**src/rtl/pqbp_pkg.sv**
```systemverilog
// Shared types, codes and constants of the priority queue burst packer.
// Used by every module of the block but pqbp_mem; depends on nothing.
`timescale 1ns / 1ps
`default_nettype none

package pqbp_pkg;

	localparam int ID_W       = 29;
	localparam int DLEN_W     = 7;
	localparam int REF_W      = 16;
	localparam int MSG_W      = 7;
	localparam int BYTES_W    = 11;
	localparam int IDX_W      = 6;
	localparam int KIND_W     = 2;
	localparam int CLS_W      = 2;
	localparam int CFG_ADDR_W = 3;
	localparam int S_TDATA_W  = 56;
	localparam int M_TDATA_W  = 80;
	localparam int ENTRY_W    = ID_W + DLEN_W + REF_W;

	localparam int QUEUE_DEPTH_DEF = 64;
	localparam int BATCH_SIZE_DEF  = 16;

	// Largest payload, header bytes per message, largest message size.
	localparam logic [DLEN_W-1:0]  MAX_DLEN   = 7'd64;
	localparam logic [MSG_W-1:0]   HDR_BYTES  = 7'd16;
	localparam int                 MSG_MAX    = 80;
	localparam int                 BYTES_SAT  = 2047;

	localparam logic [ID_W-1:0]    RST_CRIT_LO = 29'h000;
	localparam logic [ID_W-1:0]    RST_CRIT_HI = 29'h100;
	localparam logic [ID_W-1:0]    RST_HIGH_LO = 29'h101;
	localparam logic [ID_W-1:0]    RST_HIGH_HI = 29'h400;
	localparam logic [BYTES_W-1:0] RST_BASE    = 11'd38;
	localparam logic [BYTES_W-1:0] RST_LIMIT   = 11'd1450;

	typedef enum logic [CFG_ADDR_W-1:0] {
		REG_CRIT_LO = 3'd0,
		REG_CRIT_HI = 3'd1,
		REG_HIGH_LO = 3'd2,
		REG_HIGH_HI = 3'd3,
		REG_BASE    = 3'd4,
		REG_LIMIT   = 3'd5
	} reg_idx_t;

	typedef enum logic {
		OP_PUSH = 1'b0,
		OP_TICK = 1'b1
	} op_t;

	typedef enum logic [KIND_W-1:0] {
		KIND_ACCEPT = 2'd0,
		KIND_DROP   = 2'd1,
		KIND_BURST  = 2'd2
	} kind_t;

	typedef enum logic [CLS_W-1:0] {
		CLS_CRIT = 2'd0,
		CLS_HIGH = 2'd1,
		CLS_LOW  = 2'd2
	} cls_t;

	typedef enum logic [2:0] {
		ST_IDLE,
		ST_CLS_CRIT,
		ST_CLS_HIGH,
		ST_PUSH,
		ST_READ,
		ST_DATA,
		ST_CHECK
	} st_t;

	typedef struct packed {
		logic [ID_W-1:0]    crit_lo;
		logic [ID_W-1:0]    crit_hi;
		logic [ID_W-1:0]    high_lo;
		logic [ID_W-1:0]    high_hi;
		logic [BYTES_W-1:0] base;
		logic [BYTES_W-1:0] limit;
	} cfg_t;

	typedef struct packed {
		op_t                op;
		logic [ID_W-1:0]    can_id;
		logic [DLEN_W-1:0]  data_len;
		logic [REF_W-1:0]   frame_ref;
	} in_t;

	// Stored queue entry, id in the low bits.
	typedef struct packed {
		logic [REF_W-1:0]   frame_ref;
		logic [DLEN_W-1:0]  data_len;
		logic [ID_W-1:0]    can_id;
	} entry_t;

	typedef struct packed {
		kind_t              kind;
		cls_t               cls;
		logic [ID_W-1:0]    can_id;
		logic [DLEN_W-1:0]  data_len;
		logic [REF_W-1:0]   frame_ref;
		logic [MSG_W-1:0]   msg_bytes;
		logic [BYTES_W-1:0] burst_bytes;
		logic [IDX_W-1:0]   msg_index;
		logic               last;
	} res_t;

endpackage

`default_nettype wire

```
**src/rtl/pqbp_regs.sv**
```systemverilog
// Configuration register file: class id ranges and burst byte settings.
// Depends on pqbp_pkg.
`timescale 1ns / 1ps
`default_nettype none

module pqbp_regs (
	input  wire logic                             clk,
	input  wire logic                             arst_n,
	input  wire logic                             cfg_we,
	input  wire logic [pqbp_pkg::CFG_ADDR_W-1:0]  cfg_addr,
	input  wire logic [pqbp_pkg::ID_W-1:0]        cfg_wdata,
	output pqbp_pkg::cfg_t                        cfg
);

	pqbp_pkg::cfg_t cfg_q;

	always_ff @(posedge clk or negedge arst_n) begin
		if (!arst_n) begin
			cfg_q.crit_lo <= pqbp_pkg::RST_CRIT_LO;
			cfg_q.crit_hi <= pqbp_pkg::RST_CRIT_HI;
			cfg_q.high_lo <= pqbp_pkg::RST_HIGH_LO;
			cfg_q.high_hi <= pqbp_pkg::RST_HIGH_HI;
			cfg_q.base    <= pqbp_pkg::RST_BASE;
			cfg_q.limit   <= pqbp_pkg::RST_LIMIT;
		end else if (cfg_we) begin
			unique case (cfg_addr)
				pqbp_pkg::REG_CRIT_LO: cfg_q.crit_lo <= cfg_wdata;
				pqbp_pkg::REG_CRIT_HI: cfg_q.crit_hi <= cfg_wdata;
				pqbp_pkg::REG_HIGH_LO: cfg_q.high_lo <= cfg_wdata;
				pqbp_pkg::REG_HIGH_HI: cfg_q.high_hi <= cfg_wdata;
				pqbp_pkg::REG_BASE:    cfg_q.base    <= cfg_wdata[pqbp_pkg::BYTES_W-1:0];
				pqbp_pkg::REG_LIMIT:   cfg_q.limit   <= cfg_wdata[pqbp_pkg::BYTES_W-1:0];
				default: ;
			endcase
		end
	end

	assign cfg = cfg_q;

endmodule

`default_nettype wire

```
**config.mk**
```make
export PLATFORM = sky130hd
export DESIGN_NAME = pqbp_regs
export DESIGN_NICKNAME = d
export VERILOG_FILES = /design/src/rtl/pqbp_pkg.sv /design/src/rtl/pqbp_regs.sv
export SDC_FILE = /design/constraint.sdc
export NUM_CORES = 1
export LEC_CHECK = 0
export ABC_AREA = 1
export ABC_CLOCK_PERIOD_IN_PS = 800
export BUFFER_PORTS_ARGS = -buffer_cell sky130_fd_sc_hd__buf_2
export CAP_MARGIN = 15
export CORE_MARGIN = 4
export CORE_UTILIZATION = 46
export CTS_CLUSTER_DIAMETER = 30
export DETAILED_ROUTE_END_ITERATION = 7
export GPL_ROUTABILITY_DRIVEN = 0
export PLACE_DENSITY = 0.76
export SETUP_SLACK_MARGIN = 0.15
export SYNTH_ARGS = -nofsm -noshare
export SYNTH_HDL_FRONTEND = slang
export SYNTH_SLANG_ARGS = --single-unit
```
**constraint.sdc**
```tcl
create_clock -name clk -period 0.8 [get_ports clk]
set_input_delay 0.08 -clock clk [delete_from_list [all_inputs] [get_ports clk]]
set_output_delay 0.08 -clock clk [all_outputs]
set_load 0.02 [all_outputs]
```
==> metrics.md <==
| Metric | Value |
|---|---|
| Status | complete, but fails checks |
| Failing checks | hold timing, setup timing |
| Largest net degree at the start of global routing | 50 |
| RSZ-0062 raised after global routing | true |
| Detail Route Antenna Nets | 0 |
| CP Max Fanout | 2 |
| Number of antenna repair diodes | 0 |
| Sequential element share of the synthesized area | a little under two thirds |
| CTS Buffer Depth | 2 |
| Achievable Freq | 851.8 MHz |
| Slew Viols, Final | 0 |
| CTS tree | built |
| Layout cell share with drive strength beyond 1 | 49.14% |
| Clock sink count | approximately 140 |
| Die Y | 116.6 um |
| CP startpoint | cfg[10] |
| Critical path endpoint category | primary output |
| Reg-to-reg critical path startpoint | cfg[45] |
| Max-cap viol count | 0 |
| Worst setup SP type | register |
| DRT Pass-1 Iters | 5 |
| Gr usage total | 28.97% |
| Fin crit period | 1.174 ns |
| DP HPWL | 11.00 mm |
| WHS | -0.02259 ns |
| Buffers and inverters on the worst path | 1 |
| DRC errors left | 0 |
| Synthesized area per cell | 8.867 um2 |
| Iter 0 DRT Violations | 486 |
| CP max-delay cell | dfstp_2 |
| Setup WS pre-CTS | -0.2794 ns |
| Final period util | 146.8% |
| Yosys reg bits | about 140 |
| Hold crit path type | input port to register |
| CP cell instances | buf_6 |
| DR vias | 5,779 |
| Core area | between 10,000 and 15,000 um2 |
| Nets | 950 |
| Maximum VDD drop | ~0.0018 V |
| Area of the multi-input gates | 2079 um2 |
| CTS buffer count | 17 |
| Starting Density | 47.32% |
| Htree depth | 4 |
| Final core occ | between 80% and 90% |
| Critical path's top delay family | flip-flops |
| Post-Route Setup TNS | -35.40 ns |
| Reg area | 3486 um2 |
| Worst hold start | cfg_wdata[4] |
| Most common cell after layout, fill and taps aside | buf_6 |
| Slew headroom | 84.67% |
| WP data required | 0.72 ns |
| Initial antenna violation count | 0 |
| CP max stage delay | 0.55 ns |
| Mapped Cells | 612 |
| Ports | 173 |
| Max FFs per register | 138 |
| Crit Path Category | register to primary output |
| Clock root cell | clkbuf_16 |
| CTS clock-pin slew for the worst setup and hold paths | 0.06 ns |
| First-pass GRT wire length | 30.17 mm |
| Leak | around 5.2 nW |
| IO Port Bufs | 172 |
| Final Hold Fails | 2 |
| Die area | 13,600 um2 |
| Chip width | 116.6 um |
| Mapped Area | around 5400 um2 |
| Clk_skew | 0 ns |
| Most frequent cells in the layout | buf_6, nand2_1, dfrtp_1, nand3_1, nand2_2 |
| Worst setup margin | -0.3740 ns |
| Clk_lat worst skew | 0.42 ns |
| PD cells | 2663 nW/um2 |
| Rows | 39 |
| Routed wire per std cell | around 21 um |
| Fill cells | 539 |
| Measured slew at the worst slew-check pin | between 0.2 and 0.25 ns |
| Number of distinct library cells after synthesis | 12 |
| Post-Route WL | around 22 mm |
| Overflow after GRT | 0 |
| Syn_nets | 647 |
| Area Overhead vs Synth | 82.27% |
| Vias per std cell | ~5.4 |
| Worst endpoint data arrival time | around 1.1 ns |
| Number of global-route vias before repair | 5,899 |
| Synthesis Warnings | 0 |
| Final setup vio count | 159 |
## path summary, 6_finish.rpt
path                                 to  slack [ns]  depth (start not counted)
worst min-delay path            cfg[26]       -0.02                          3
worst min register to register   cfg[5]        0.47                          2
max in group asynchronous       cfg[51]        0.16                          3
worst max-delay path            cfg[10]       -0.37                          1
min in group asynchronous       cfg[56]        0.10                          2
worst max register to register  cfg[45]       -0.11                          4
## area by class of cell
class                      count  area share (%)
clock buffer                  19           4.377
clock inverter                13           1.088
inverter                       6          0.3036
multi-input combinational    430           21.02
sequential                   138           35.24
tap                          143           1.809
timing repair buffer         322           36.15
## power by group
group	internal (mW)	switching, mW
Sequential	8.42	1.27
Clock	4.24	3.05
Combinational	4.94	4.41
Total	17.6	8.74
## cells by family after synthesis
group | Yosys count | share of synthesized area, %
buffers and inverters | 44 | 3.874
AND/OR/NAND/NOR | 430 | 32.19
flip-flops | 138 | 63.94
## worst min-delay path, delay by kind of cell
kind / cells / cell delay, ns
buffers and inverters: 1 / 0.15
and+or+nand+nor: 2 / 0.12
## synthesized netlist by cell type
cell type,instances,share of area (%)
buf_2,21,1.9
buf_4,5,0.69
clkbuf_1,12,0.83
dfrtp_1,125,58
dfstp_2,13,6.3
inv_1,4,0.28
inv_2,2,0.14
nand2_1,326,23
nand3_1,98,9.0
nor2_1,4,0.28
nor2_2,1,0.12
nor2_4,1,0.21
## stage by stage
step | instances | power, mW | hold slack, ns | cell area, um2
floorplan | 612 | 12.09 | -0.2156 | 5580
global placement | 921 | 14.22 | -0.07875 | 6766
detailed placement | 921 | 14.40 | -0.07826 | 6766
CTS | 1026 | 24.19 | -0.03330 | 8846
global route | 1071 | 27.34 | 0.001538 | 9891
finish | 1071 | 26.34 | -0.02259 | 9891
## layer usage
layer | vias up | global-route usage [%] | wire [um]
met4 | 0 | 13.99 | 890
met2 | 301 | 49.66 | 12020
met1 | 2869 | 34.47 | 7868
li1 | 2529 | - | -
met3 | 80 | 6.684 | 1478
met5 | - | 0 | 0
## timing repair
action | CTS | global route
hold buffers | 29 | 1
pin swaps | 27 | 85
gates cloned | 0 | 1
endpoints found under the hold margin | 259 | 1
setup buffers | 44 | 43
setup endpoints to repair | 159 | 287
gates resized for setup | 297 | 215
No activity file was read; power rests on OpenSTA's default activity.
